## src/sv/dtse_pkg.sv

```systemverilog
// ----------------------------------------------------------------------------
// dtse_pkg: shared types and constants of the DMA transfer and search engine
// Item operation codes, result kinds, register indexes, flag bit positions
// and the queue entry that passes from the front end to the result queue.
// ----------------------------------------------------------------------------
`default_nettype none

package dtse_pkg;

	// Input item operations.
	typedef enum logic [1:0] {
		OP_START   = 2'd0,
		OP_SERVICE = 2'd1,
		OP_DATA    = 2'd2
	} op_t;

	// Result kinds.
	typedef enum logic [1:0] {
		KIND_READ  = 2'd0,
		KIND_WRITE = 2'd1,
		KIND_IRQ   = 2'd2
	} kind_t;

	// Configuration register indexes.
	localparam int unsigned REG_IDX_W = 3;
	localparam logic [REG_IDX_W-1:0] REG_COMMAND       = 3'd0;
	localparam logic [REG_IDX_W-1:0] REG_A_IS_SOURCE   = 3'd1;
	localparam logic [REG_IDX_W-1:0] REG_PORT_A_FLAGS  = 3'd2;
	localparam logic [REG_IDX_W-1:0] REG_PORT_B_FLAGS  = 3'd3;
	localparam logic [REG_IDX_W-1:0] REG_TRANSFER_MODE = 3'd4;
	localparam logic [REG_IDX_W-1:0] REG_MATCH_PATTERN = 3'd5;
	localparam logic [REG_IDX_W-1:0] REG_BLOCK_LENGTH  = 3'd6;
	localparam logic [REG_IDX_W-1:0] REG_INT_SETUP     = 3'd7;

	localparam int unsigned CFG_DATA_W = 17;
	localparam int unsigned BUS_ADDR_W = 16;

	// Port flag bit positions.
	localparam int unsigned PF_IO    = 3;
	localparam int unsigned PF_INC   = 4;
	localparam int unsigned PF_FIXED = 5;

	// Transfer mode encodings of bits 1:0.
	localparam logic [1:0] MODE_BYTE       = 2'd0;
	localparam logic [1:0] MODE_CONTINUOUS = 2'd1;

	// Interrupt flag bits (bits 15:8 of the interrupt setup).
	localparam int unsigned IF_MATCH  = 0;
	localparam int unsigned IF_END    = 1;
	localparam int unsigned IF_MODIFY = 5;
	localparam int unsigned INT_ENABLE_BIT = 16;

	localparam logic [7:0]  VEC_MATCH     = 8'd2;
	localparam logic [7:0]  VEC_END       = 8'd4;
	localparam logic [7:0]  VEC_KEEP_MASK = 8'hF9;
	localparam logic [15:0] LEN_UNBOUNDED = 16'hFFFF;

	// Result queue geometry.
	localparam int unsigned QUEUE_DEPTH = 4;
	localparam int unsigned QPTR_W      = $clog2(QUEUE_DEPTH);
	localparam int unsigned QCNT_W      = $clog2(QUEUE_DEPTH + 1);

	// Configuration write.
	typedef struct packed {
		logic                  we;
		logic [REG_IDX_W-1:0]  index;
		logic [CFG_DATA_W-1:0] data;
	} cfg_wr_t;

	// One result.
	typedef struct packed {
		kind_t                 kind;
		logic [BUS_ADDR_W-1:0] addr;
		logic                  io;
		logic [7:0]            data;
	} res_t;

	// All results of one item: one or two, sharing the flags after the item.
	typedef struct packed {
		logic two;
		logic end_f;
		logic match_f;
		res_t res0;
		res_t res1;
	} entry_t;

endpackage

`default_nettype wire

```

## src/sv/dtse_front.sv

```systemverilog
// ----------------------------------------------------------------------------
// dtse_front: item classification and engine state
// Holds the configuration registers, the port addresses, the byte count and
// the flags; decides for each accepted item which results it causes and
// pushes them as one entry into the result queue.
// ----------------------------------------------------------------------------
`default_nettype none

module dtse_front
	import dtse_pkg::*;
#(
	parameter int unsigned ADDR_BITS = 16
) (
	input  wire logic                  clk,
	input  wire logic                  arst_n,
	input  wire cfg_wr_t               cfg,
	input  wire logic                  accept,
	input  wire logic [1:0]            operation,
	input  wire logic [BUS_ADDR_W-1:0] address_a,
	input  wire logic [BUS_ADDR_W-1:0] address_b,
	input  wire logic                  ready_req,
	input  wire logic [7:0]            read_data,
	output logic                       q_push,
	output entry_t                     q_entry
);

	localparam int unsigned AW = ADDR_BITS;

	// Configuration registers.
	logic [1:0]  command_q;
	logic        a_src_q;
	logic [7:0]  pa_flags_q, pb_flags_q;
	logic [2:0]  mode_q;
	logic [15:0] pattern_q;
	logic [15:0] blen_q;
	logic [16:0] irq_q;

	// Engine state.
	logic [AW-1:0] pa_addr_q, pb_addr_q;
	logic [15:0]   bytes_q;
	logic          end_q, match_q, en_q, pend_q;

	logic [AW-1:0] pa_addr_n, pb_addr_n;
	logic [15:0]   bytes_n;
	logic          end_n, match_n, en_n, pend_n;

	// Next address of a port after one byte.
	function automatic logic [AW-1:0] step_addr(input logic [AW-1:0] a, input logic [7:0] fl);
		logic [AW-1:0] r;
		if (fl[PF_FIXED]) begin
			r = a;
		end else if (fl[PF_INC]) begin
			r = a + AW'(1);
		end else begin
			r = a - AW'(1);
		end
		return r;
	endfunction

	// Internal address onto the bus address width.
	function automatic logic [BUS_ADDR_W-1:0] to_bus(input logic [AW-1:0] a);
		logic [AW+BUS_ADDR_W-1:0] ext;
		ext = {{BUS_ADDR_W{1'b0}}, a};
		return ext[BUS_ADDR_W-1:0];
	endfunction

	// Start address from the input onto the internal width.
	function automatic logic [AW-1:0] from_bus(input logic [BUS_ADDR_W-1:0] a);
		logic [AW+BUS_ADDR_W-1:0] ext;
		ext = {{AW{1'b0}}, a};
		return ext[AW-1:0];
	endfunction

	// Source and destination views of the two ports.
	logic [AW-1:0] src_addr, dst_addr, src_next, dst_next;
	logic [7:0]    sfl, dfl;
	logic          ready_bad;

	assign src_addr  = a_src_q ? pa_addr_q : pb_addr_q;
	assign dst_addr  = a_src_q ? pb_addr_q : pa_addr_q;
	assign sfl       = a_src_q ? pa_flags_q : pb_flags_q;
	assign dfl       = a_src_q ? pb_flags_q : pa_flags_q;
	assign ready_bad = (mode_q[1:0] != MODE_CONTINUOUS) && (ready_req != mode_q[2]);
	assign src_next  = ready_bad ? src_addr : step_addr(src_addr, sfl);
	assign dst_next  = ready_bad ? dst_addr : step_addr(dst_addr, dfl);

	// Service acceptance.
	logic svc_ok;
	assign svc_ok = (command_q != 2'd0) && en_q && !end_q && !pend_q &&
		!(command_q[1] && match_q) && !ready_bad;

	// Outcome of a data step.
	logic [15:0] bytes_inc;
	logic        len_bounded, hit, end_data, match_data, cont;
	assign bytes_inc   = bytes_q + 16'd1;
	assign len_bounded = (blen_q != 16'd0) && (blen_q != LEN_UNBOUNDED);
	assign end_data    = end_q || (bytes_inc == 16'd0) || (len_bounded && (bytes_inc > blen_q));
	assign hit         = ((read_data ^ pattern_q[7:0]) & ~pattern_q[15:8]) == 8'd0;
	assign match_data  = match_q || (command_q[1] && hit);
	assign cont        = (mode_q[1:0] != MODE_BYTE) && !ready_bad && !end_data &&
		!(command_q[1] && match_data);

	// Interrupt vector when the run stops.
	logic [7:0] ifl, vect_base, vect;
	logic       irq_fire;
	always_comb begin
		ifl = irq_q[15:8];
		if (ifl[IF_MATCH] && match_data) begin
			vect_base = VEC_MATCH;
		end else if (ifl[IF_END] && end_data) begin
			vect_base = VEC_END;
		end else begin
			vect_base = 8'd0;
		end
		irq_fire = irq_q[INT_ENABLE_BIT] && (vect_base != 8'd0);
		vect = ifl[IF_MODIFY] ? (vect_base + (irq_q[7:0] & VEC_KEEP_MASK)) : irq_q[7:0];
	end

	// Results of the item and next state.
	res_t r_read_svc, r_write, r_second;
	logic has_second;
	always_comb begin
		r_read_svc = '{kind: KIND_READ, addr: to_bus(src_addr), io: sfl[PF_IO], data: 8'd0};
		r_write    = '{kind: KIND_WRITE, addr: to_bus(dst_addr), io: dfl[PF_IO],
			data: read_data};
		if (cont) begin
			r_second = '{kind: KIND_READ, addr: to_bus(src_next), io: sfl[PF_IO], data: 8'd0};
		end else begin
			r_second = '{kind: KIND_IRQ, addr: '0, io: 1'b0, data: vect};
		end
		has_second = cont || irq_fire;

		pa_addr_n = pa_addr_q;
		pb_addr_n = pb_addr_q;
		bytes_n   = bytes_q;
		end_n     = end_q;
		match_n   = match_q;
		en_n      = en_q;
		pend_n    = pend_q;
		q_push    = 1'b0;
		q_entry   = '0;

		if (accept) begin
			case (operation)
				OP_START: begin
					pa_addr_n = from_bus(address_a);
					pb_addr_n = from_bus(address_b);
					bytes_n   = 16'd0;
					end_n     = 1'b0;
					match_n   = 1'b0;
					en_n      = 1'b1;
					pend_n    = 1'b0;
				end
				OP_SERVICE: begin
					if (svc_ok) begin
						pend_n          = 1'b1;
						q_push          = 1'b1;
						q_entry.res0    = r_read_svc;
						q_entry.end_f   = end_q;
						q_entry.match_f = match_q;
					end
				end
				OP_DATA: begin
					if (pend_q) begin
						pend_n  = cont;
						bytes_n = bytes_inc;
						end_n   = end_data;
						match_n = match_data;
						if (a_src_q) begin
							pa_addr_n = src_next;
							pb_addr_n = dst_next;
						end else begin
							pb_addr_n = src_next;
							pa_addr_n = dst_next;
						end
						q_entry.end_f   = end_data;
						q_entry.match_f = match_data;
						if (command_q[0]) begin
							q_push       = 1'b1;
							q_entry.res0 = r_write;
							q_entry.res1 = r_second;
							q_entry.two  = has_second;
						end else begin
							q_push       = has_second;
							q_entry.res0 = r_second;
						end
					end
				end
				default: begin
				end
			endcase
		end
	end

	// Configuration registers.
	always_ff @(posedge clk or negedge arst_n) begin
		if (!arst_n) begin
			command_q  <= '0;
			a_src_q    <= 1'b0;
			pa_flags_q <= '0;
			pb_flags_q <= '0;
			mode_q     <= '0;
			pattern_q  <= '0;
			blen_q     <= '0;
			irq_q      <= '0;
		end else if (cfg.we) begin
			case (cfg.index)
				REG_COMMAND:       command_q  <= cfg.data[1:0];
				REG_A_IS_SOURCE:   a_src_q    <= cfg.data[0];
				REG_PORT_A_FLAGS:  pa_flags_q <= cfg.data[7:0];
				REG_PORT_B_FLAGS:  pb_flags_q <= cfg.data[7:0];
				REG_TRANSFER_MODE: mode_q     <= cfg.data[2:0];
				REG_MATCH_PATTERN: pattern_q  <= cfg.data[15:0];
				REG_BLOCK_LENGTH:  blen_q     <= cfg.data[15:0];
				REG_INT_SETUP:     irq_q      <= cfg.data[16:0];
				default: begin
				end
			endcase
		end
	end

	// Engine state registers.
	always_ff @(posedge clk or negedge arst_n) begin
		if (!arst_n) begin
			pa_addr_q <= '0;
			pb_addr_q <= '0;
			bytes_q   <= '0;
			end_q     <= 1'b0;
			match_q   <= 1'b0;
			en_q      <= 1'b0;
			pend_q    <= 1'b0;
		end else begin
			pa_addr_q <= pa_addr_n;
			pb_addr_q <= pb_addr_n;
			bytes_q   <= bytes_n;
			end_q     <= end_n;
			match_q   <= match_n;
			en_q      <= en_n;
			pend_q    <= pend_n;
		end
	end

`ifndef SYNTH
	// A read can only be outstanding on an enabled engine.
	a_pend_needs_en: assert property (@(posedge clk) disable iff (!arst_n)
		pend_q |-> en_q)
		else $error("read pending while engine disabled");

	// The end flag is raised only by a data step.
	a_end_by_data: assert property (@(posedge clk) disable iff (!arst_n)
		$rose(end_q) |-> $past(accept && (operation == OP_DATA)))
		else $error("end flag rose without a data item");

	// A second result is only ever paired with a write.
	a_two_has_write: assert property (@(posedge clk) disable iff (!arst_n)
		(q_push && q_entry.two) |-> (q_entry.res0.kind == KIND_WRITE))
		else $error("two results without a leading write");
`endif

endmodule

`default_nettype wire

```

## src/sv/dtse_queue.sv

```systemverilog
// ----------------------------------------------------------------------------
// dtse_queue: result queue and issue stage
// Stores the result entries of accepted items and hands them out one result
// at a time, oldest first, marking the final result of each item.
// ----------------------------------------------------------------------------
`default_nettype none

module dtse_queue
	import dtse_pkg::*;
(
	input  wire logic              clk,
	input  wire logic              arst_n,
	input  wire logic              q_push,
	input  wire entry_t            q_entry,
	output logic                   full,
	output logic                   empty,
	input  wire logic              pop,
	output logic [1:0]             kind,
	output logic [BUS_ADDR_W-1:0]  bus_address,
	output logic                   is_io,
	output logic [7:0]             bus_data,
	output logic                   end_reached,
	output logic                   match_found,
	output logic                   last_result
);

	entry_t            mem_q [QUEUE_DEPTH];
	logic [QPTR_W-1:0] wr_ptr_q, rd_ptr_q;
	logic [QCNT_W-1:0] cnt_q;
	logic              sub_q;

	entry_t head;
	res_t   cur;
	logic   pop_ok, pop_item;

	assign head  = mem_q[rd_ptr_q];
	assign empty = (cnt_q == QCNT_W'(0));
	assign full  = (cnt_q == QCNT_W'(QUEUE_DEPTH));

	// Current result of the head entry.
	assign cur         = sub_q ? head.res1 : head.res0;
	assign last_result = head.two ? sub_q : 1'b1;
	assign kind        = cur.kind;
	assign bus_address = cur.addr;
	assign is_io       = cur.io;
	assign bus_data    = cur.data;
	assign end_reached = head.end_f;
	assign match_found = head.match_f;

	assign pop_ok   = pop && !empty;
	assign pop_item = pop_ok && last_result;

	// Entry storage.
	always_ff @(posedge clk) begin
		if (q_push) begin
			mem_q[wr_ptr_q] <= q_entry;
		end
	end

	// Pointers, fill count and position within the head entry.
	always_ff @(posedge clk or negedge arst_n) begin
		if (!arst_n) begin
			wr_ptr_q <= '0;
			rd_ptr_q <= '0;
			cnt_q    <= '0;
			sub_q    <= 1'b0;
		end else begin
			if (q_push) begin
				wr_ptr_q <= wr_ptr_q + QPTR_W'(1);
			end
			if (pop_item) begin
				rd_ptr_q <= rd_ptr_q + QPTR_W'(1);
				sub_q    <= 1'b0;
			end else if (pop_ok) begin
				sub_q <= 1'b1;
			end
			cnt_q <= cnt_q + QCNT_W'(q_push) - QCNT_W'(pop_item);
		end
	end

`ifndef SYNTH
	// Never written while full.
	a_no_overflow: assert property (@(posedge clk) disable iff (!arst_n)
		q_push |-> !full)
		else $error("push into a full result queue");

	// Second position only within an entry that holds two results.
	a_sub_two: assert property (@(posedge clk) disable iff (!arst_n)
		(sub_q && !empty) |-> head.two)
		else $error("second result selected in a single-result entry");

	// Taking a non-final result moves on to the second one of the same entry.
	a_sub_step: assert property (@(posedge clk) disable iff (!arst_n)
		(pop_ok && !last_result) |=> (sub_q && $stable(rd_ptr_q)))
		else $error("head entry left before its final result");
`endif

endmodule

`default_nettype wire

```

## src/sv/dma_transfer_search_engine_top.sv

```systemverilog
// ----------------------------------------------------------------------------
// dma_transfer_search_engine_top: two-port byte DMA with transfer and search
// Top level joining the front end with the result queue.
// ----------------------------------------------------------------------------
// An item is taken in every cycle in which push is high and full is low; the
// front end decides its results in that same cycle and stores them in a
// four-entry result queue behind any older results. The result side issues
// one result per cycle while pop is high and empty is low: a service item
// gives at most one result, a data item up to two (a write followed by the
// next read or an interrupt vector), so a transfer step of one service and
// one data item, or of one data item in continuous and burst mode, needs a
// read and a write result. full rises only when the queue holds four entries
// that the consumer has not taken. Configuration registers are written with
// wr_en, wr_index and wr_data at any edge and act from the next cycle.
// ----------------------------------------------------------------------------
`default_nettype none

module dma_transfer_search_engine_top
	import dtse_pkg::*;
#(
	parameter int unsigned ADDR_BITS = 16
) (
	input  wire logic                  clk,
	input  wire logic                  arst_n,
	input  wire logic                  wr_en,
	input  wire logic [REG_IDX_W-1:0]  wr_index,
	input  wire logic [CFG_DATA_W-1:0] wr_data,
	input  wire logic                  push,
	output logic                       full,
	input  wire logic [1:0]            operation,
	input  wire logic [BUS_ADDR_W-1:0] address_a,
	input  wire logic [BUS_ADDR_W-1:0] address_b,
	input  wire logic                  ready_req,
	input  wire logic [7:0]            read_data,
	output logic                       empty,
	input  wire logic                  pop,
	output logic [1:0]                 kind,
	output logic [BUS_ADDR_W-1:0]      bus_address,
	output logic                       is_io,
	output logic [7:0]                 bus_data,
	output logic                       end_reached,
	output logic                       match_found,
	output logic                       last_result
);

	cfg_wr_t cfg;
	entry_t  q_entry;
	logic    q_push, accept;

	assign cfg    = '{we: wr_en, index: wr_index, data: wr_data};
	assign accept = push && !full;

	// Front end: classification and engine state.
	dtse_front #(
		.ADDR_BITS (ADDR_BITS)
	) u_front (
		.clk       (clk),
		.arst_n    (arst_n),
		.cfg       (cfg),
		.accept    (accept),
		.operation (operation),
		.address_a (address_a),
		.address_b (address_b),
		.ready_req (ready_req),
		.read_data (read_data),
		.q_push    (q_push),
		.q_entry   (q_entry)
	);

	// Back end: result queue and issue.
	dtse_queue u_queue (
		.clk         (clk),
		.arst_n      (arst_n),
		.q_push      (q_push),
		.q_entry     (q_entry),
		.full        (full),
		.empty       (empty),
		.pop         (pop),
		.kind        (kind),
		.bus_address (bus_address),
		.is_io       (is_io),
		.bus_data    (bus_data),
		.end_reached (end_reached),
		.match_found (match_found),
		.last_result (last_result)
	);

endmodule

`default_nettype wire
```

## config.mk

```make
export PLATFORM = sky130hd
export DESIGN_NAME = dma_transfer_search_engine_top
export DESIGN_NICKNAME = d
export VERILOG_FILES = /design/src/sv/dtse_pkg.sv /design/src/sv/dtse_front.sv /design/src/sv/dtse_queue.sv /design/src/sv/dma_transfer_search_engine_top.sv
export SDC_FILE = /design/constraint.sdc
export NUM_CORES = 1
export LEC_CHECK = 0
export BUFFER_PORTS_ARGS = -buffer_cell sky130_fd_sc_hd__buf_2
export CAP_MARGIN = 20
export CORE_ASPECT_RATIO = 0.75
export CORE_MARGIN = 1
export CORE_UTILIZATION = 48
export CTS_CLUSTER_SIZE = 20
export DETAILED_ROUTE_END_ITERATION = 10
export GPL_TIMING_DRIVEN = 1
export PLACE_DENSITY_LB_ADDON = 0.12
export SETUP_SLACK_MARGIN = 0.2
export SLEW_MARGIN = 0
export SYNTH_ARGS = -nofsm -noshare
export SYNTH_HDL_FRONTEND = slang
export SYNTH_SLANG_ARGS = --single-unit
```

## constraint.sdc

```tcl
create_clock -name clk -period 5.4 [get_ports clk]
set_clock_uncertainty 0.2 [all_clocks]
set_input_delay 0.27 -clock clk [delete_from_list [all_inputs] [get_ports clk]]
set_output_delay 0.27 -clock clk [all_outputs]
set_load 0.02 [all_outputs]
```

* After elaboration in Yosys (flattened, before gate mapping)
Memory sizes are Yosys's and may differ from the RTL's. Index checks and enable logic that the tools add are counted. Widths: inputs -> output; s select.
Operators by class: $add $sub $neg 10, order comparisons 1, equality and inequality tests 15, mux-type cells 49, bitwise operators 3, reduce and logical (&&, ||, !) cells 55
Operators with widths (number):
- $mux 16 | 13
- $mux 27 | 5
- $mux 57 | 2
- $pmux 16 s2 | 3
- $pmux 29 s2 | 1
- $add 16x1->16 const B | 3
- $sub 16x1->16 const B | 2
- $mux 29 | 1
- $logic_and 1x1->1 | 20
- $reduce_and 2->1 | 9
- $gt 16x16->1 | 1
- $logic_not 16->1 | 1
- $mux 8 | 2
- $ne 16x16->1 const B | 1
- $reduce_bool 16->1 | 1
- $eq 3x3->1 const B | 5
- $mux 1 | 15
- $mux 6 | 2
- $add 8x8->8 | 1
- $and 8x8->8 | 1
- $logic_not 1->1 | 8
- $logic_not 8->1 | 1
- $not 8->8 | 1
- $reduce_bool 2->1 | 4
- 19 further kinds | 30
Storage, ports and cells: register bits after elaboration 127, bits in writable memories 228, bits of input ports 68, logic and storage cells 153, memories kept 1
Memories:
- u_queue.mem_q | words 4, width 57, read ports 1, clocked after Yosys merged registers in 0, write ports 1, line dtse_queue.sv:27 | entry_t mem_q [QUEUE_DEPTH];

* Logic depth before layout (Yosys ltp)
Gate-level depths: netlist of run 1.
word-level depth 16, depth in mapped cells 18, gate-level depth less buffers 17

* Hierarchy
From an unflattened synthesis of run 1, not the netlist that was laid out.
Second synthesis, totals: cells, all modules 1413, area, all modules 17763.3 um^2
By module, submodules not included:
- dtse_queue | instances 1, cells each 432, area an instance 9078.7 um^2
- dtse_front | instances 1, cells each 980, area an instance 8670.8 um^2
- dma_transfer_search_engine_top | instances 1, cells each 1, area an instance 13.8 um^2

* Worst setup path after synthesis of run 1
OpenSTA, ideal clock, no wires.
path type register to register, start point register u_front.bytes_q[0], end point memory u_queue.mem_q[0][0] (netlist name) (enable), arrival 4.541 ns, data required time 4.780 ns, slack 0.240 ns, cell stages (with the launch flop) 16, path through dfrtp_1 ha_1 and2_1 and3_1 buf_6 nand2_1 xnor2_1 ha_1 a21o_1 a21oi_1 o41ai_1 o31ai_1 o311a_1 a221oi_4 a21oi_2 and2_1
On the way: word-level cells in the longest chain between the ends 16
Ends and longest elaborated chain:
- start, declared | line dtse_front.sv:40 | logic [15:0] bytes_q;
- start signal, assigned | line dtse_front.sv:235 | bytes_q <= bytes_n;
- $add 16x1->16 * | line dtse_front.sv:95 | assign bytes_inc = bytes_q + 16'd1;
- $gt 16x16->1 / $logic_not 16->1 (equally long branches) | line dtse_front.sv:97 | assign end_data = end_q || (bytes_inc == 16'd0) || (len_bounded && (bytes_inc > blen_q));
- $logic_and 1x1->1 / $logic_or 1x1->1 (equally long branches) | line dtse_front.sv:97
- $logic_or 1x1->1 * | line dtse_front.sv:97
- $logic_and 1x1->1 | line dtse_front.sv:110 | end else if (ifl[IF_END] && end_data) begin
- $mux 3 | line dtse_front.sv:110
- $mux 8 | line dtse_front.sv:108 | if (ifl[IF_MATCH] && match_data) begin
- $reduce_bool 8->1 | line dtse_front.sv:115 | irq_fire = irq_q[INT_ENABLE_BIT] && (vect_base != 8'd0);
- $logic_and 1x1->1 | line dtse_front.sv:115
- $logic_or 1x1->1 * | line dtse_front.sv:131 | has_second = cont || irq_fire;
- $mux 1 * | line dtse_front.sv:178 | if (command_q[0]) begin
- $mux 1 * | line dtse_front.sv:164 | if (pend_q) begin
- $pmux 1 s2 * | line dtse_front.sv:144 | case (operation)
- $mux 1 * | line dtse_front.sv:143 | if (accept) begin
- net q_push | line dma_transfer_search_engine_top.sv:48 | logic q_push, accept;
- $mux 1 * | line dtse_queue.sv:55 | if (q_push) begin
- $mux 1 (not written as such) * | line dtse_queue.sv:56 | mem_q[wr_ptr_q] <= q_entry;
- end, declared | line dtse_queue.sv:27
The timed path passes the listed nets; every way through them passes the cells marked *.

* Worst setup path in the final report of run 1
start point register u_front.bytes_q[0], end point register u_queue.cnt_q[2]
On the way: word-level cells in the longest chain between the ends 16
Ends and longest elaborated chain:
- $add 16x1->16 * | line dtse_front.sv:95
- $gt 16x16->1 / $logic_not 16->1 (equally long branches) | line dtse_front.sv:97
- $logic_and 1x1->1 / $logic_or 1x1->1 (equally long branches) | line dtse_front.sv:97
- $logic_or 1x1->1 * | line dtse_front.sv:97
- $logic_and 1x1->1 | line dtse_front.sv:110
- $mux 3 | line dtse_front.sv:110
- $mux 8 | line dtse_front.sv:108
- $reduce_bool 8->1 | line dtse_front.sv:115
- $logic_and 1x1->1 | line dtse_front.sv:115
- $logic_or 1x1->1 * | line dtse_front.sv:131
- $mux 1 * | line dtse_front.sv:178
- $mux 1 * | line dtse_front.sv:164
- $pmux 1 s2 * | line dtse_front.sv:144
- $mux 1 * | line dtse_front.sv:143
- net q_push | line dma_transfer_search_engine_top.sv:48
- $add 3x1->3 * | line dtse_queue.sv:77 | cnt_q <= cnt_q + QCNT_W'(q_push) - QCNT_W'(pop_item);
- $sub 3x1->3 * | line dtse_queue.sv:77
- end signal, assigned | line dtse_queue.sv:77
- end, declared | line dtse_queue.sv:29 | logic [QCNT_W-1:0] cnt_q;
Marks and branches as above. A chain may end at the register's enable or synchronous reset.

==> results.json, run 1 <==
{
  "dpl.hpwl_um": 31460,
  "cts_inserted_buffers": 36,
  "period_share": 0.8833,
  "synth_top_area_share": 0.3765,
  "nets": 1718,
  "dieArea_um2": 38000,
  "status": "finished clean",
  "cp-start-kind": "flop",
  "r2r_slack_ns": 0.63,
  "wire_per_inst_um": 22.17,
  "hold_buffers": 58,
  "insertion_delay_ns": 0.54,
  "rr_endpoint": "u_queue.cnt_q[2]",
  "netlist_area_um2": 17860,
  "drt-pass1-iter-count": 6,
  "initial_core_util": 0.4927,
  "rr_worst_depth": 18,
  "clock.fmax_ghz": 0.2096,
  "overflow": 0,
  "antenna_cells": 0,
  "n_fill_cell": 3046,
  "vdd_ir_drop_max_mv": 0.2633,
  "arrival_ns": 5.03,
  "synth_area_leader_cell": "edfxtp_1",
  "required_ns": 5.66,
  "async_flop_share": 0.3412,
  "synth.avg_cell_area_um2": 12.36,
  "whs_path_depth": 2,
  "io_buffers": 99,
  "power.total_mw": 10.46,
  "synth_top_cells_by_area": "edfxtp_1 (38%), dfrtp_1 (16%), mux4_2 (7.1%)",
  "grt_pass1_wl_um": 71750,
  "placed_cell_area_um2": 18920,
  "grt_usage": 0.2495,
  "holdPathEnd": "u_queue.mem_q[2][28]",
  "cts_max_level": 2,
  "die_h_um": 169.1,
  "rsz0062_at_grt": "false",
  "synth_ff_type": "edfxtp_1",
  "max_cap_viol_count": 0,
  "crit_path_end_kind": "flop",
  "hp-start": "read_data[1]",
  "die_w_um": 224.8,
  "grt_pass1_vias": 12060,
  "final_cell_area_um2": 20680,
  "synth_edf_count": 224,
  "finalHoldViolCount": 0,
  "antenna_found_initial": 0,
  "final_common_cell": "edfxtp_1",
  "post_cts_buffers": 0,
  "vias": 12570,
  "synth_nets": 1570,
  "cts_resized": 0,
  "final_cell_mix": "edfxtp_1 (224), nand2_1 (162), dfrtp_1 (113)",
  "cts_tree": "done",
  "cts_sinks": 340,
  "final_antenna_net_count": 0,
  "remaining_drc_errors": 0,
  "ios": 100,
  "core-area_um2": 36260,
  "r2r-start": "u_front.bytes_q[0]",
  "finalCriticalPeriod_ns": 4.770,
  "std_cell_rows": 60,
  "leakage_nw": 7.987,
  "clock_path_buffers": 3,
  "drt_iter0_drc": 1087,
  "drive_gt1_frac": 0.2126,
  "tightest_slew_ns": 1.137,
  "slew_viol_final": 0,
  "tns_ns": 0,
  "synth_cell_type_count": 79,
  "ys_seq_elements": 340,
  "synth_cells": 1445,
  "crit_fanout": 8,
  "power.density_nw_per_um2": 505.7,
  "setup_violations": 0,
  "clk_pin_slew_worst_paths_ns": 0.06,
  "relSlewSlack": 0.2418,
  "crit_type": "flop to flop",
  "ctsRootBufferMaster": "clkbuf_16",
  "grt_start_max_net_pins": 57,
  "via_per_inst": 5.959,
  "routed_wl_um": 46750,
  "routabilityCongestion": 0.8988,
  "synth-seq-area-share": 0.5390,
  "syn_to_final_growth_pct": 15.75,
  "yosysWarnings": 0,
  "hp-class": "input pin to flop"
}
==> synthesized netlist by cell type (13+ instances only) <==
master and number:
edfxtp_1 224, nand2_1 162, dfrtp_1 116, mux2_2 83, nor2_1 62, a21oi_1 57
o21ai_0 57, mux4_2 56, ha_1 54, inv_1 53, clkbuf_1 47, xnor2_1 33
mux2i_1 30, nand3_1 30, and2_1 24, and3_1 23, nor3_1 22, a22o_1 20
a21o_1 16, nor4_1 16, buf_1 15, a211oi_1 14, o31ai_1 14, a31oi_1 13
==> cell families after synthesis <==
| group | Yosys count | synth area share |
|---|---|---|
| simple gates | 412 | 0.1139 |
| flops | 340 | 0.5390 |
| compound gates | 293 | 0.1148 |
| mux | 170 | 0.1405 |
| buf+inv | 129 | 0.02900 |
| fa+ha+maj | 57 | 0.04119 |
| xor+xnor | 44 | 0.02157 |
==> per-stage QoR <==
step | util | hold WS (ns) | setup WS, ns | cells
2_1_floorplan | - | -0.2256 | 0.2397 | 1445
3_3_place_gp | 0.5218 | 0.01634 | 0.7690 | 1993
3_5_place_dp | 0.5218 | 0.01839 | 0.6800 | 1993
4_1_cts | 0.5702 | 0.001362 | 0.6454 | 2109
5_1_grt | 0.5702 | 0.02847 | 0.3547 | 2109
6_report | 0.5702 | 0.01744 | 0.6300 | 2109
==> power breakdown <==
group	switching (mW)	total, mW	internal [mW]
clock network	1.04	2.50	1.46
logic	2.77	4.63	1.87
registers	0.290	3.32	3.03
total	4.10	10.5	6.36
==> per-layer routing <==
metal,track usage,routed length [um]
met1,0.4034,23520
met2,0.3525,19460
met3,0.03628,2995
met4,0.05235,780
met5,0,0
==> registers in the layout, summed over array words and instances (netlist names), 2 cells and up <==
| name | count |
|---|---|
| u_front.pattern_q | 16 |
| u_front.command_q | 2 |
| u_front.irq_q | 12 |
| u_queue.wr_ptr_q | 2 |
| u_front.blen_q | 16 |
| u_front.pb_addr_q | 16 |
| u_front.mode_q | 3 |
| u_queue.rd_ptr_q | 2 |
| u_front.bytes_q | 16 |
| u_front.pa_addr_q | 16 |
| u_queue.cnt_q | 3 |
| u_queue.mem_q | 224 |
| u_front.pa_flags_q | 3 |
| u_front.pb_flags_q | 3 |
==> worst max path at each step <==
stage / end / cells after the start / startpoint / slack (ns)
3_5_place_dp: u_queue.cnt_q[2] / 18 / u_front.bytes_q[0] / 0.68
5_1_grt: u_queue.cnt_q[2] / 18 / u_front.bytes_q[0] / 0.35
2_1_floorplan: u_queue.mem_q[0][0] / 15 / u_front.bytes_q[0] / 0.24
6_report: u_queue.cnt_q[2] / 18 / u_front.bytes_q[0] / 0.63
4_1_cts: u_queue.cnt_q[2] / 18 / u_front.bytes_q[0] / 0.65
3_3_place_gp: u_queue.mem_q[1][22] / 16 / u_front.bytes_q[0] / 0.77
==> area by class of cell <==
class	count	area, um2	area share
clock inverters	13	198.9	0.009622
repair buffers	184	1329	0.06427
well taps	496	620.6	0.03002
inverters	55	206.4	0.009985
multi-input cells	976	7721	0.3734
flip-flops and latches	340	9635	0.4660
clock buffers	45	964.7	0.04666
==> worst max-delay path, stage by stage, from the launching register on <==
cell	delay, ns
dfrtp_1	0.46
ha_1	0.23
and2_1	0.19
and3_1	0.32
nand2_1	0.10
xnor2_1	0.16
ha_1	0.31
nand3_1	0.13
nor4_1	0.37
a21boi_0	0.28
o31ai_1	0.15
buf_4	0.18
o311a_1	0.19
a221oi_4	0.28
a21oi_2	0.15
ha_1	0.24
fa_1	0.41
xnor2_1	0.20
xnor2_1	0.13
No activity file was read; power rests on OpenSTA's default activity.
==> inputs of run 2 (changes only) <==
- SYNTH_HIERARCHICAL: unset -> 1
==> run 2 against run 1 <==
Clock power is 2% lower; die area is 0.55% lower; design area hardly changed; critical path type unchanged.
==> results.json, run 2 <==
{
  "status": "finished clean",
  "crit_type": "flop to flop",
  "final_common_cell": "edfxtp_1",
  "insertion_delay_ns": 0.54,
  "tns_ns": 0,
  "power.density_nw_per_um2": 512.3,
  "remaining_drc_errors": 0,
  "synth_most_common_cell": "edfxtp_1",
  "core-area_um2": 36180,
  "die_h_um": 168.6,
  "vdd_ir_drop_max_mv": 0.2792,
  "setup_violations": 0,
  "whs_ns": 0.02053,
  "finalHoldViolCount": 0,
  "antenna_found_initial": 0,
  "dpl.hpwl_um": 31040,
  "crit_path_end_kind": "flop",
  "synth_cell_type_count": 76,
  "syn_to_final_growth_pct": 16.46,
  "grt_start_max_net_pins": 69,
  "overflow": 0,
  "cts_inserted_buffers": 36,
  "relSlewSlack": 0.3294,
  "path_cells": "ha_1 > and4_4 > and2_2 > and4_1 > xor2_1 > ha_1 > a21o_1 > a211o_1 > o211ai_2 > a21oi_2 > o311a_1 > nor3_1 > nor3_1 > a21oi_1 > buf_4 > and2_2 > buf_4",
  "grt_pass1_wl_um": 70040,
  "final_antenna_net_count": 0,
  "rsz0062_at_grt": "false",
  "yosysWarnings": 6,
  "ctsRootBufferMaster": "clkbuf_16",
  "clock_path_buffers": 3,
  "grt_pass1_vias": 11950,
  "leakage_nw": 8.163,
  "cp-start-kind": "flop",
  "synth_nets": 1538,
  "top_register": "u_queue/mem_q",
  "fin_ws_ns": 0.6032,
  "wire_per_inst_um": 21.34,
  "ys_seq_elements": 344,
  "synth_top_area_share": 0.3854,
  "cts_max_level": 2,
  "arrival_ns": 4.81,
  "nets": 1707,
  "period_share": 0.8883,
  "die_w_um": 224.1,
  "io_buffers": 99,
  "required_ns": 5.41,
  "synth_ff_type": "edfxtp_1",
  "synthTopCellsByCount": "edfxtp_1 (228), nand2_1 (148), dfrtp_1 (116)",
  "synth_edf_count": 228,
  "hp-class": "input pin to flop",
  "clk_pin_slew_worst_paths_ns": 0.06,
  "vias": 12120,
  "crit_buf_inv": 2,
  "synth_top_cells_by_area": "edfxtp_1 (39%), dfrtp_1 (16%), mux4_2 (7.1%)",
  "dieArea_um2": 37790,
  "clock.fmax_ghz": 0.2085,
  "antenna_cells": 0,
  "crit_fanout": 18,
  "grt_usage": 0.2430,
  "synth_cells": 1413,
  "cts_tree": "done",
  "tightest_slew_ns": 1.006,
  "drt_iter0_drc": 794,
  "synth.avg_cell_area_um2": 12.57,
  "fin_util": 0.5717,
  "synth-seq-area-share": 0.5488,
  "ios": 100,
  "slew_viol_final": 0,
  "cts_sinks": 344,
  "netlist_area_um2": 17760,
  "cp_top_family": "compound AO/OA/AOI/OAI gates",
  "routed_wl_um": 44920,
  "std_cell_rows": 60,
  "post-place-ws_ns": 0.5419,
  "routabilityCongestion": 0.8789,
  "finalCriticalPeriod_ns": 4.797,
  "drt-pass1-iter-count": 5,
  "drive_gt1_frac": 0.2206,
  "final_cell_mix": "edfxtp_1 (228), nand2_1 (148), dfrtp_1 (113)",
  "async_flop_share": 0.3372,
  "max_cap_viol_count": 0,
  "max_stage_delay_ns": 0.46,
  "post_cts_buffers": 0,
  "cp_slowest_cell": "dfrtp_1",
  "largest_reg_flops": 228,
  "synth_area_leader_cell": "edfxtp_1",
  "initial_core_util": 0.4909,
  "via_per_inst": 5.757
}
-- run 2: changes by cell type in the layout (fill, tap and decap cells not counted), moves of 7 or more --
cell / delta
a21oi_1: +19
and3_1: -17
nor2_1: +17
a22oi_1: +14
nand2_1: -14
and2_1: -11
buf_4: +10
dlygate4sd3_1: +9
or3_1: -9
a211oi_1: -8
nor4_1: -8
o21ai_0: +8
xor2_1: +8
o221ai_1: +7
-- run 2: what timing repair did --
item / 4_1_cts / 5_1_grt
resized for setup: 0 / 1
hold endpoints to repair: 184 / 0
hold buffers: 66 / 0
endpoints found under the setup margin: 0 / 18
-- run 2: layout make-up --
type | count | area (um2)
fillers | 2983 | 15500
flip-flops and latches | 344 | 9756
multi-input cells | 944 | 7468
repair buffers | 203 | 1485
clock buffers | 50 | 1035
well taps | 496 | 620.6
inverters | 53 | 198.9
clock inverters | 15 | 123.9
-- run 2: cells by family after synthesis --
family / synth area share
AND/OR/NAND/NOR: 0.1045
flip-flops: 0.5488
AO/OA/AOI/OAI: 0.1027
multiplexers: 0.1421
buffers and inverters: 0.03212
adder cells (fa/ha/maj): 0.04142
XOR/XNOR: 0.02810
other: 0.0002111
-- run 2: worst register-to-register path, delay by kind of cell, from the launching register on --
family / cells / cell delay [ns]
AOI/OAI and AO/OA: 6 / 1.28
and+or+nand+nor: 6 / 1.24
adders and majority gates: 2 / 0.59
buffers and inverters: 2 / 0.51
DFF: 1 / 0.46
xor gates and xnor gates: 1 / 0.20
-- run 2: report_power, final --
group	total, mW	internal [mW]	leakage, nW	switching (mW)
combinational	4.73	1.96	4.05	2.77
clock	2.44	1.40	0.571	1.04
sequential	3.43	3.06	3.54	0.364
total	10.6	6.42	8.16	4.18
-- run 2: path summary, 6_finish.rpt --
path / slack, ns / cells after the start / endpoint / startpoint
worst max-delay path: 0.60 / 17 / u_queue/mem_q[2][35] / u_front/bytes_q[0]
worst min-delay path: 0.02 / 3 / u_front/mode_q[0] / wr_index[1]
worst max register to register: 0.60 / 17 / u_queue/mem_q[2][35] / u_front/bytes_q[0]
worst min register to register: 0.27 / 1 / u_front/en_q / u_front/en_q
max in group asynchronous: 3.46 / 3 / u_front/a_src_q / arst_n
min in group asynchronous: 0.23 / 2 / u_queue/cnt_q[2] / arst_n
-- run 2: per-layer routing --
| metal | track usage | wire length [um] | vias up |
|---|---|---|---|
| met2 | 0.3593 | 19280 | 341 |
| met5 | 0 | 0 | - |
| met3 | 0.04392 | 2760 | 58 |
| met1 | 0.3729 | 22170 | 6057 |
| met4 | 0.05241 | 699 | 0 |
| li1 | - | - | 5663 |
-- run 2: metrics by stage --
stage / total power [mW] / instances / cell area, um2
after CTS: 10.59 / 2105 / 20680
after global placement: 8.055 / 1974 / 18860
after floorplan: 6.762 / 1413 / 17770
final: 10.60 / 2105 / 20690
after detailed placement: 8.095 / 1974 / 18860
after global routing: 11.25 / 2105 / 20690
==> inputs of run 3 (changes only) <==
- BUFFER_PORTS_ARGS: -buffer_cell sky130_fd_sc_hd__buf_2 -> -buffer_cell sky130_fd_sc_hd__buf_4
==> run 3 against run 2 <==
Setup slack gained 0.026 ns; first-iteration DRC count grew 13%; final cell count is essentially flat; fmax grew 0.54%; non-clock buffer count shrank 3; design area grew 1.6%; wire length is essentially flat; total power grew 1.9%; sequential share of layout area shrank 0.76 points; core utilization grew 0.93 points; via count shrank 0.49%; hold slack gained 0.015 ns; largest cell class unchanged; largest power group unchanged.
==> results.json, run 3 (synthesis gave the netlist of run 2 again) <==
{
  "status": "finished clean",
  "final_antenna_net_count": 0,
  "syn_to_final_growth_pct": 18.36,
  "io_buffers": 99,
  "finalCriticalPeriod_ns": 4.771,
  "power.density_nw_per_um2": 513.7,
  "final_common_cell": "edfxtp_1",
  "cts_max_level": 2,
  "p_sw_mw": 4.188,
  "cts_tree": "done",
  "crit_fanout": 26,
  "die_h_um": 168.6,
  "ff_latch_area_um2": 9756,
  "max_cap_viol_count": 0,
  "clock_path_buffers": 3,
  "clockPowerShare": 0.236,
  "rsz0062_at_grt": "false",
  "via_per_inst": 5.726,
  "crit_type": "flop to flop",
  "dp.cells": 1971,
  "crit_path_end_kind": "flop",
  "largest_reg_flops": 228,
  "vdd_ir_drop_max_mv": 0.2369,
  "seq_power_share": 0.320,
  "drive_gt1_frac": 0.2206,
  "required_ns": 5.39,
  "cp-start-kind": "flop",
  "p_comb_frac": 0.444,
  "crit_end": "u_queue/mem_q[1][38]",
  "tightest_slew_ns": 1.011,
  "grt_pass1_vias": 11950,
  "routed_wl_um": 44890,
  "power.total_mw": 10.80,
  "rr_endpoint": "u_queue/mem_q[1][38]",
  "dpl.hpwl_um": 30950,
  "grt_start_max_net_pins": 78,
  "r2r_slack_ns": 0.63,
  "leakage_nw": 8.254,
  "cp_top_family": "simple AND/OR/NAND/NOR gates",
  "relSlewSlack": 0.3260,
  "clk_pin_slew_worst_paths_ns": 0.06,
  "setup_violations": 0,
  "nets": 1705,
  "std_cell_rows": 60,
  "ctsRootBufferMaster": "clkbuf_16",
  "cts_inserted_buffers": 37,
  "fin_cells": 2106,
  "placed_cell_area_um2": 19110,
  "n_fill_cell": 2979,
  "whs_ns": 0.03582,
  "overflow": 0,
  "remaining_drc_errors": 0,
  "multiInputGateArea_um2": 7470,
  "finalHoldViolCount": 0,
  "max_stage_delay_ns": 0.44,
  "use_met1": 0.3786,
  "r2r-start": "u_front/bytes_q[0]",
  "core-area_um2": 36180,
  "path_cells": "ha_1 > and4_4 > and2_2 > and4_1 > xor2_1 > ha_1 > a21o_1 > a211o_1 > o211ai_2 > a21oi_2 > o311a_1 > nor3_1 > nor3_1 > a21oi_1 > buf_4 > and2_2 > buf_4",
  "antenna_found_initial": 1,
  "drt_iter0_drc": 897,
  "slew_viol_final": 0,
  "swShare": 0.3878,
  "crit_cells": 17,
  "die_w_um": 224.1,
  "grt_pass1_wl_um": 69920,
  "crit_buf_inv": 2,
  "wire_per_inst_um": 21.31,
  "critPathLaunch": "u_front/bytes_q[0]",
  "vias": 12060,
  "rr_worst_depth": 17,
  "cts_sinks": 344,
  "arrival_ns": 4.76,
  "cp_slowest_cell": "dfrtp_1",
  "power.internal_mw": 6.611,
  "clock.fmax_ghz": 0.2096,
  "routabilityCongestion": 0.9190,
  "dieArea_um2": 37790,
  "initial_core_util": 0.4909,
  "tns_ns": 0,
  "grt.busiest_layer": "met1",
  "final_cell_area_um2": 21020,
  "grt_usage": 0.2424,
  "met3_usage": 0.03871,
  "final_cell_mix": "edfxtp_1 (228), nand2_1 (148), buf_4 (129)",
  "top_register": "u_queue/mem_q",
  "insertion_delay_ns": 0.54,
  "ios": 100,
  "use_met2": 0.3544,
  "period_share": 0.8835,
  "hp-class": "input pin to flop",
  "drt-pass1-iter-count": 5
}
-- run 3: changes by cell type in the layout (fill, tap and decap cells not counted), sizes merged --
cell | before | now
bufinv | 1 | 3
dlygate4sd3 | 66 | 65
clkbuf | 50 | 49
buf | 137 | 135
clkinv | 13 | 10
diode | 0 | 1
clkinvlp | 0 | 5
-- run 3: worst min path at each step --
stage / from / end / slack (ns) / cells after the start
finish: wr_en / u_front/a_src_q / 0.04 / 5
global route: wr_en / u_front/a_src_q / 0.04 / 5
CTS: wr_en / u_front/a_src_q / 0.01 / 5
detailed placement: arst_n / u_queue/cnt_q[1] / 0.13 / 1
global placement: arst_n / u_queue/cnt_q[1] / 0.13 / 1
floorplan: arst_n / u_front/a_src_q / -0.23 / 0
-- run 3: routing by layer --
| layer | vias to the layer above | share of wire |
|---|---|---|
| met1 | 6015 | 0.50 |
| met4 | 0 | 0.013 |
| li1 | 5674 | - |
| met2 | 321 | 0.43 |
| met5 | - | 0 |
| met3 | 50 | 0.052 |
-- run 3: area by class of cell --
cell class | instances | area share
flip-flops and latches | 344 | 0.4640
multi-input cells | 944 | 0.3553
repair buffers | 200 | 0.08308
clock buffers | 49 | 0.04868
well taps | 496 | 0.02952
clock inverters | 19 | 0.009820
inverters | 53 | 0.009463
diodes | 1 | 0.0001190
-- run 3: per-stage QoR --
stage / utilization / setup WS, ns
2_1_floorplan: - / 0.3452
3_3_place_gp: 0.5282 / 0.5359
3_5_place_dp: 0.5282 / 0.4955
4_1_cts: 0.5802 / 0.4710
5_1_grt: 0.5810 / 0.2706
6_report: 0.5810 / 0.6288
-- run 3: what timing repair did --
action,in CTS,in global routing
resized for setup,0,1
buffers inserted,0,0
endpoints found under the hold margin,161,0
hold buffers,65,0
endpoints found under the setup margin,0,36
-- run 3: power by group through the flow --
stage / logic, mW / clock network (mW) / registers (mW)
after floorplan: 3.50 / 0 / 3.27
after global placement: 4.65 / 0 / 3.50
after detailed placement: 4.67 / 0 / 3.51
after CTS: 4.74 / 2.60 / 3.46
after global routing: 5.21 / 2.70 / 3.52
final: 4.79 / 2.55 / 3.46
-- run 3: worst reg2reg max path, delay by kind of cell (launching register included) --
family | cells | cell delay, ns
DFF | 1 | 0.44
buffers and inverters | 2 | 0.55
and+or+nand+nor | 6 | 1.23
AOI/OAI and AO/OA | 6 | 1.22
adders and majority gates | 2 | 0.57
xor gates and xnor gates | 1 | 0.20
